===== config.mk =====
export PLATFORM = sky130hd
export DESIGN_NAME = can_latest_frame_by_id_table_top
export DESIGN_NICKNAME = d
export VERILOG_FILES = /design/src/rtl/clft_pkg.sv /design/src/rtl/clft_ram.sv /design/src/rtl/clft_dir.sv /design/src/rtl/can_latest_frame_by_id_table_top.sv
export SDC_FILE = /design/constraint.sdc
export NUM_CORES = 2
export LEC_CHECK = 0
export ABC_AREA = 1
export BUFFER_PORTS_ARGS = -buffer_cell sky130_fd_sc_hd__buf_2
export CAP_MARGIN = 0
export CORE_MARGIN = 2
export CORE_UTILIZATION = 25
export CTS_CLUSTER_DIAMETER = 60
export DETAILED_ROUTE_END_ITERATION = 10
export GPL_ROUTABILITY_DRIVEN = 0
export PLACE_DENSITY = 0.39
export SKIP_CTS_REPAIR_TIMING = 1
export SLEW_MARGIN = 10
export SYNTH_ARGS = -nofsm -noshare
export SYNTH_HDL_FRONTEND = slang
export SYNTH_SLANG_ARGS = --single-unit

===== constraint.sdc =====
create_clock -name i_clk -period 7.6 [get_ports i_clk]
set_input_delay 0.38 -clock i_clk [delete_from_list [all_inputs] [get_ports i_clk]]
set_output_delay 0.38 -clock i_clk [all_outputs]
set_load 0.02 [all_outputs]

===== src/rtl/clft_pkg.sv =====
package clft_pkg;

    // Table geometry default
    localparam int SLOTS_DEF = 16;

    // Field widths
    localparam int ID_W     = 11;
    localparam int DLC_W    = 4;
    localparam int DATA_W   = 64;
    localparam int OP_W     = 2;
    localparam int STATUS_W = 3;
    localparam int USED_W   = 5;

    // Stored word: {rtr, dlc, data}
    localparam int ENTRY_W  = DATA_W + DLC_W + 1;

    // Stream packing
    localparam int S_TDATA_W = 88;
    localparam int M_TDATA_W = 80;

    // Operation codes
    localparam logic [OP_W-1:0] OP_STORE  = 2'd0;
    localparam logic [OP_W-1:0] OP_LOOKUP = 2'd1;
    localparam logic [OP_W-1:0] OP_CLEAR  = 2'd2;

    // Store status codes
    typedef enum logic [STATUS_W-1:0] {
        STS_UPDATED  = 3'd0,
        STS_NEW      = 3'd1,
        STS_EXTENDED = 3'd2,
        STS_FULL     = 3'd3,
        STS_NONE     = 3'd4
    } t_status;

    // Control sequencer states
    typedef enum logic {
        ST_IDLE,
        ST_READ
    } t_state;

    // Directory update request
    typedef struct packed {
        logic alloc;
        logic clear_all;
    } t_dir_cmd;

    // Directory search result
    typedef struct packed {
        logic hit;
        logic free;
    } t_dir_stat;

endpackage


===== src/rtl/clft_ram.sv =====
module clft_ram #(
    parameter int WIDTH = 8,
    parameter int DEPTH = 16,
    localparam int AW = (DEPTH > 1) ? $clog2(DEPTH) : 1
) (
    input  logic                  i_clk,
    input  logic                  i_we,
    input  logic [AW-1:0]         i_waddr,
    input  logic [WIDTH-1:0]      i_wdata,
    input  logic                  i_re,
    input  logic [AW-1:0]         i_raddr,
    output logic [WIDTH-1:0]      o_rdata
);

    logic [WIDTH-1:0] r_mem [DEPTH];
    logic [WIDTH-1:0] r_rdata;

    // One write port, one registered read port
    always_ff @(posedge i_clk) begin
        if (i_we) begin
            r_mem[i_waddr] <= i_wdata;
        end
        if (i_re) begin
            r_rdata <= r_mem[i_raddr];
        end
    end

    assign o_rdata = r_rdata;

endmodule


===== src/rtl/clft_dir.sv =====
module clft_dir #(
    parameter int SLOTS = clft_pkg::SLOTS_DEF,
    localparam int IW = (SLOTS > 1) ? $clog2(SLOTS) : 1,
    localparam int CW = $clog2(SLOTS + 1)
) (
    input  logic                         i_clk,
    input  logic                         i_rst_n,
    input  logic [clft_pkg::ID_W-1:0]    i_id,
    input  clft_pkg::t_dir_cmd           i_cmd,
    output clft_pkg::t_dir_stat          o_stat,
    output logic [IW-1:0]                o_hit_idx,
    output logic [IW-1:0]                o_free_idx,
    output logic [CW-1:0]                o_count_next
);

    logic [SLOTS-1:0]              r_valid;
    logic [clft_pkg::ID_W-1:0]     r_id [SLOTS];
    logic [CW-1:0]                 r_count;
    logic [CW-1:0]                 n_count;

    logic [SLOTS-1:0]              match;
    logic [IW-1:0]                 hit_idx;
    logic [IW-1:0]                 free_idx;

    // Per-slot identifier compare
    always_comb begin
        for (int i = 0; i < SLOTS; i++) begin
            match[i] = r_valid[i] && (r_id[i] == i_id);
        end
    end

    // Lowest matching slot and lowest free slot
    always_comb begin
        hit_idx  = '0;
        free_idx = '0;
        for (int i = SLOTS - 1; i >= 0; i--) begin
            if (match[i]) begin
                hit_idx = IW'(i);
            end
            if (!r_valid[i]) begin
                free_idx = IW'(i);
            end
        end
    end

    assign o_stat.hit  = |match;
    assign o_stat.free = ~&r_valid;
    assign o_hit_idx   = hit_idx;
    assign o_free_idx  = free_idx;

    // Occupancy count
    always_comb begin
        n_count = r_count;
        if (i_cmd.clear_all) begin
            n_count = '0;
        end else if (i_cmd.alloc) begin
            n_count = r_count + CW'(1);
        end
    end

    assign o_count_next = n_count;

    // Valid bits and count
    always_ff @(posedge i_clk) begin
        if (!i_rst_n) begin
            r_valid <= '0;
            r_count <= '0;
        end else begin
            r_count <= n_count;
            if (i_cmd.clear_all) begin
                r_valid <= '0;
            end else if (i_cmd.alloc) begin
                r_valid[free_idx] <= 1'b1;
            end
        end
    end

    // Identifier tags, written on allocation
    always_ff @(posedge i_clk) begin
        if (i_cmd.alloc) begin
            r_id[free_idx] <= i_id;
        end
    end

endmodule


===== src/rtl/can_latest_frame_by_id_table_top.sv =====
// Latest-frame table for standard-identifier CAN frames.
// Input stream (s_axis): one transaction per command. tuser carries the
// operation (store, lookup, clear); tdata carries identifier, extended
// flag, length code, remote flag and payload. Output stream (m_axis): one
// transaction per command with store status, lookup result and the slot
// count after the command.
// Store, clear and unused codes complete in the accept cycle: the identifier
// compare runs over the tag flops in the accept cycle and the payload RAM is
// written at the same edge. A lookup passes through the payload RAM read
// register and then the read state; the input is not ready during the read cycle.
// Results sit in an output register; a new command is taken in the same
// cycle as the previous result is consumed. While the receiver stalls with
// a result pending, s_axis_tready stays low and nothing is lost.
// Reset (synchronous, active low) invalidates every slot and zeroes the
// count at once; payload and tag storage need no clearing pass.
module can_latest_frame_by_id_table_top #(
    parameter int SLOTS = clft_pkg::SLOTS_DEF
) (
    input  logic                              i_clk,
    input  logic                              i_rst_n,
    input  logic                              s_axis_tvalid,
    output logic                              s_axis_tready,
    // [10:0] frame_id, [11] is_extended, [15:12] frame_dlc, [16] frame_rtr,
    // [80:17] frame_data, [87:81] zero
    input  logic [clft_pkg::S_TDATA_W-1:0]    s_axis_tdata,
    // [1:0] operation
    input  logic [clft_pkg::OP_W-1:0]         s_axis_tuser,
    output logic                              m_axis_tvalid,
    input  logic                              m_axis_tready,
    // [2:0] store_status, [3] found, [7:4] result_dlc, [8] result_rtr,
    // [72:9] result_data, [77:73] entries_used, [79:78] zero
    output logic [clft_pkg::M_TDATA_W-1:0]    m_axis_tdata
);

    localparam int IW = (SLOTS > 1) ? $clog2(SLOTS) : 1;
    localparam int CW = $clog2(SLOTS + 1);

    // Input field unpack
    logic [clft_pkg::OP_W-1:0]   in_op;
    logic [clft_pkg::ID_W-1:0]   in_id;
    logic                        in_ext;
    logic [clft_pkg::DLC_W-1:0]  in_dlc;
    logic                        in_rtr;
    logic [clft_pkg::DATA_W-1:0] in_data;

    assign in_op   = s_axis_tuser;
    assign in_id   = s_axis_tdata[10:0];
    assign in_ext  = s_axis_tdata[11];
    assign in_dlc  = s_axis_tdata[15:12];
    assign in_rtr  = s_axis_tdata[16];
    assign in_data = s_axis_tdata[80:17];

    // Directory
    clft_pkg::t_dir_cmd   dir_cmd;
    clft_pkg::t_dir_stat  dir_stat;
    logic [IW-1:0]        hit_idx;
    logic [IW-1:0]        free_idx;
    logic [CW-1:0]        count_next;

    clft_dir #(
        .SLOTS (SLOTS)
    ) u_dir (
        .i_clk        (i_clk),
        .i_rst_n      (i_rst_n),
        .i_id         (in_id),
        .i_cmd        (dir_cmd),
        .o_stat       (dir_stat),
        .o_hit_idx    (hit_idx),
        .o_free_idx   (free_idx),
        .o_count_next (count_next)
    );

    // Payload RAM
    logic                          ram_we;
    logic [IW-1:0]                 ram_waddr;
    logic                          ram_re;
    logic [clft_pkg::ENTRY_W-1:0]  ram_wdata;
    logic [clft_pkg::ENTRY_W-1:0]  ram_rdata;

    assign ram_wdata = {in_rtr, in_dlc, in_data};

    clft_ram #(
        .WIDTH (clft_pkg::ENTRY_W),
        .DEPTH (SLOTS)
    ) u_ram (
        .i_clk   (i_clk),
        .i_we    (ram_we),
        .i_waddr (ram_waddr),
        .i_wdata (ram_wdata),
        .i_re    (ram_re),
        .i_raddr (hit_idx),
        .o_rdata (ram_rdata)
    );

    // Control and output registers
    clft_pkg::t_state              r_state, n_state;
    logic                          r_lk_hit, n_lk_hit;
    logic                          r_out_valid, n_out_valid;
    clft_pkg::t_status             r_status, n_status;
    logic                          r_found, n_found;
    logic [clft_pkg::DLC_W-1:0]    r_dlc, n_dlc;
    logic                          r_rtr, n_rtr;
    logic [clft_pkg::DATA_W-1:0]   r_data, n_data;
    logic [clft_pkg::USED_W-1:0]   r_used, n_used;

    logic accept;

    assign s_axis_tready = (r_state == clft_pkg::ST_IDLE) && (!r_out_valid || m_axis_tready);
    assign accept        = s_axis_tvalid && s_axis_tready;

    // Sequencer: command decode, table update, result load
    always_comb begin
        n_state     = r_state;
        n_lk_hit    = r_lk_hit;
        n_out_valid = r_out_valid && !m_axis_tready;
        n_status    = r_status;
        n_found     = r_found;
        n_dlc       = r_dlc;
        n_rtr       = r_rtr;
        n_data      = r_data;
        n_used      = r_used;
        dir_cmd     = '0;
        ram_we      = 1'b0;
        ram_waddr   = hit_idx;
        ram_re      = 1'b0;

        case (r_state)
            clft_pkg::ST_IDLE: begin
                if (accept) begin
                    n_found  = 1'b0;
                    n_dlc    = '0;
                    n_rtr    = 1'b0;
                    n_data   = '0;
                    n_status = clft_pkg::STS_NONE;
                    case (in_op)
                        clft_pkg::OP_STORE: begin
                            if (in_ext) begin
                                n_status = clft_pkg::STS_EXTENDED;
                            end else if (dir_stat.hit) begin
                                n_status = clft_pkg::STS_UPDATED;
                                ram_we   = 1'b1;
                            end else if (dir_stat.free) begin
                                n_status      = clft_pkg::STS_NEW;
                                dir_cmd.alloc = 1'b1;
                                ram_we        = 1'b1;
                                ram_waddr     = free_idx;
                            end else begin
                                n_status = clft_pkg::STS_FULL;
                            end
                        end
                        clft_pkg::OP_LOOKUP: begin
                            ram_re   = 1'b1;
                            n_lk_hit = dir_stat.hit;
                        end
                        clft_pkg::OP_CLEAR: begin
                            dir_cmd.clear_all = 1'b1;
                        end
                        default: begin
                        end
                    endcase
                    n_used = clft_pkg::USED_W'(count_next);
                    if (in_op == clft_pkg::OP_LOOKUP) begin
                        n_state = clft_pkg::ST_READ;
                    end else begin
                        n_out_valid = 1'b1;
                    end
                end
            end
            clft_pkg::ST_READ: begin
                // Output register is free here: it was empty or drained at accept
                n_out_valid = 1'b1;
                n_found     = r_lk_hit;
                if (r_lk_hit) begin
                    n_rtr  = ram_rdata[clft_pkg::ENTRY_W-1];
                    n_dlc  = ram_rdata[clft_pkg::ENTRY_W-2 -: clft_pkg::DLC_W];
                    n_data = ram_rdata[clft_pkg::DATA_W-1:0];
                end
                n_state = clft_pkg::ST_IDLE;
            end
            default: begin
                n_state = clft_pkg::ST_IDLE;
            end
        endcase
    end

    // Control state
    always_ff @(posedge i_clk) begin
        if (!i_rst_n) begin
            r_state     <= clft_pkg::ST_IDLE;
            r_out_valid <= 1'b0;
        end else begin
            r_state     <= n_state;
            r_out_valid <= n_out_valid;
        end
    end

    // Result payload
    always_ff @(posedge i_clk) begin
        r_lk_hit <= n_lk_hit;
        r_status <= n_status;
        r_found  <= n_found;
        r_dlc    <= n_dlc;
        r_rtr    <= n_rtr;
        r_data   <= n_data;
        r_used   <= n_used;
    end

    assign m_axis_tvalid = r_out_valid;
    assign m_axis_tdata  = {2'b00, r_used, r_data, r_rtr, r_dlc, r_found, r_status};

endmodule

==> out/metrics.cfg <==
[run_status]
run_status = finished, final reports clean

[logic_synthesis]
yosysWarningCount = 0
syn-cell-area_um2 = 63400
synth_simple_gate_area_share_pct = 22.6
netlist-cell-type-count = 52
yosysSeqAreaShare_pct = 68.3
synth_top_family_by_area = simple AND/OR/NAND/NOR gates
synthFlopType = sky130_fd_sc_hd__edfxtp_1
synthesis.area_per_instance_um2 = 11.1
synth.area.mux_share_pct = 0
share_of_the_synthesized_netlist_area_taken_by_xor_and_xnor_gates_pct = 0.690
synth_compound_gate_area_share_pct = 1.15
synth_enable_flop_cells = 1428
synth_async_sr_flop_share_pct = 0
ys_seq_elements = 1451
post_synth_inst_count = 5733
yosys.area_share.adder_pct = 0.0197

[place]
place_hpwl_um = 106000
numPortBuffers = 166
place_ws_ns = 1.14

[timing]
finalHoldViolations = 0
rsz_0062_raised_after_global_routing = no
fin_worst_skew_ns = 0.0751
timing.setup.tns_ns = 0
setup_viol = 0
worst_slew_pin_slew_ns = 1.10
maxSlewHeadroom_pct = 26.8
postLayoutSetupSlackWorst_ns = 1.98
tcrit_tclk_final_pct = 74.0
drv_slew = 0
fmax_mhz = 178
min_period_ns = 5.62

[cells_and_area]
ff_latch_area_um2 = 43300
layout.nets = 6037
area.growth.synth_to_final_pct = 17.7
most-common-layout-cells = sky130_fd_sc_hd__edfxtp_1, sky130_fd_sc_hd__nand2_1, sky130_fd_sc_hd__nand3_1, sky130_fd_sc_hd__inv_1, sky130_fd_sc_hd__nand3b_1
multiInputGateArea_um2 = 15800
fillerInstances = 26000
post_route_cells_drive_above_1_share_pct = 10.2
mostFrequentLayoutCell = sky130_fd_sc_hd__edfxtp_1

[clock_network]
tritoncts.num_buffers = 182
cts.reportedPaths.clkPinSlew_ns = 0.06
clk_buf_depth = 3
htree_levels = 4
clock_insertion_delay_worst_skew_ns = 0.85
cts_tree = done
tritoncts_num_sinks = 1451
ctsRootBufferMaster = sky130_fd_sc_hd__clkbuf_16

[critical_path]
timing.critical_path.slowest_cell_delay_ns = 0.58
setup.worst_path.end_class = flip-flop
setup.worst_path.class = in -> reg
r2r_start = u_dir.r_id[14][10]
family_with_the_most_delay_on_the_worst_path = simple AND/OR/NAND/NOR gates
critical_path.max_fanout = 56
critPathBufInv = 6
slowest_cell_on_crit_path = sky130_fd_sc_hd__inv_2
critical_path.most_common_cell = sky130_fd_sc_hd__nand2_1
startpoint_type = primary input
required_ns = 8.05
critPathLaunch = s_axis_tdata[1]
critPathArrivalTime_ns = 6.08

[floorplanning]
ioPinCount = 176
fp.coreArea_um2 = 252000
dieWidth_um = 508
design.die.area_um2 = 258000
dieHeight_um = 508
placement_rows = 184
initial_core_util_pct = 25.2

[routing]
top_layer = met5
dr.first_iter.drc_count = 3208
met3RoutedLength_um = 8600
post_drt_via_cell_ratio = 4.48
num_vias = 42300
detail_route.wirelength_um = 208000
wirelength_per_cell_um = 22.0
drc_errors = 0
detailedRoute.firstPassIterationCount = 5
remaining_number_of_nets_flagged_by_the_antenna_check_after_routing = 0
wl_met2_um = 98000
wirelength_met1_um = 96300

[global_routing]
grt_pass1_vias = 41200
number_of_antenna_violations_at_the_first_check_in_global_routing = 28
grt_usage_pct = 15.9
globalRoute.totalOverflow = 0
grt_pass1_wl_um = 299000
maximum_number_of_pins_on_one_net_before_global_route_repair = 148

[pwr]
vdd.ir_drop.worst_mv = 0.183
power.static_leakage_uw = 0.0289
power_per_cell_area_nw_per_um2 = 238

[run]
cap_violations = 0

[worst_hold_path]
timing.hold.worst.class = in -> reg
worst_hold_startpoint = i_rst_n

## sequential cells by signal, summed over array words and instances (netlist names), 3 cells and up
| name | flops |
|---|---|
| r_data | 64 |
| r_dlc | 4 |
| r_status | 3 |
| r_used | 5 |
| u_dir.r_count | 5 |
| u_dir.r_id | 176 |
| u_dir.r_valid | 16 |
| u_ram.o_rdata | 69 |
| u_ram.r_mem | 1104 |
## cells by family (layout without fill, tap and decap cells)
kind of cell / Yosys count / count (layout)
xor gates and xnor gates: 50 / 50
AOI/OAI and AO/OA: 109 / 109
and+or+nand+nor: 3058 / 3058
DFF: 1451 / 1451
buffers and inverters: 1063 / 1420
adders and majority gates: 1 / 1
other: 1 / 8
## worst reg2reg max path: cells and delay by family, from the launching register on
kind / cells / cell delay (ns)
xor gates and xnor gates: 1 / 0.25
DFF: 1 / 0.38
buffers and inverters: 2 / 0.62
AOI/OAI and AO/OA: 1 / 0.32
and+or+nand+nor: 20 / 3.34
## cell usage after synthesis (all sizes together), types with 3 or more instances
cell type  number  area share, %
nand4          50           0.49
nor2          154           0.97
clkbuf         94           0.56
xnor2          21           0.29
o2111ai        17           0.23
a21oi          34           0.34
nor3           33           0.27
o211ai          4          0.047
o21bai          3          0.035
a211oi          3          0.035
edfxtp       1428             68
dfxtp          23           0.73
nand3        1066            8.4
buf           225            2.2
nor4           31           0.33
nor3b           8          0.095
nand2        1391            8.3
a2111oi         5          0.069
o21ai          31           0.25
a31oi           3          0.030
nor4b           6          0.083
o22ai           5          0.049
xor2           29           0.40
inv           744            4.4
or2            51           0.51
nand3b        265            3.1
## power breakdown
part,internal [uW],switching (uW)
Combinational,111,326
Sequential,8830,19.7
Clock,4900,3570
Total,13800,3920
## per-layer routing
metal  GRT usage, %  vias up
li1               -    20000
met1           21.6    21000
met2           26.3      966
met3           2.42      299
met4           4.34       14
met5              0        -
## stage by stage
stage                     std cells  hold WS [ns]  power, uW  util [%]  cell area, um^2
final                          9445        0.0112      17800      29.6            74700
after global routing           9445        0.0116      18300      29.6            74700
after CTS                      9361        -0.269      18000      29.3            73900
after detailed placement       9028         0.492       9430      27.0            68000
after global placement         9028         0.479       9430      27.0            68000
after floorplan                5734         0.463       9190         -            63400
## path summary, 6_finish.rpt
path / end / slack (ns) / cells after the start
worst max-delay path: u_ram.r_mem[13][36] / 1.98 / 25
worst min-delay path: u_dir.r_count[0] / 0.01 / 3
worst max register to register: u_ram.r_mem[8][57] / 2.37 / 24
worst min register to register: r_data[11] / 0.47 / 2
## area by class of cell
cell class	count	share of cell area (%)
antenna	6	0.0201
multi-input combinational	3220	21.1
clock buffer	232	6.46
clock inverter	101	1.36
inverter	744	3.77
timing repair buffer	343	3.64
tap	3348	5.61
sequential	1451	58.0
(Power assumes the default switching activity.)
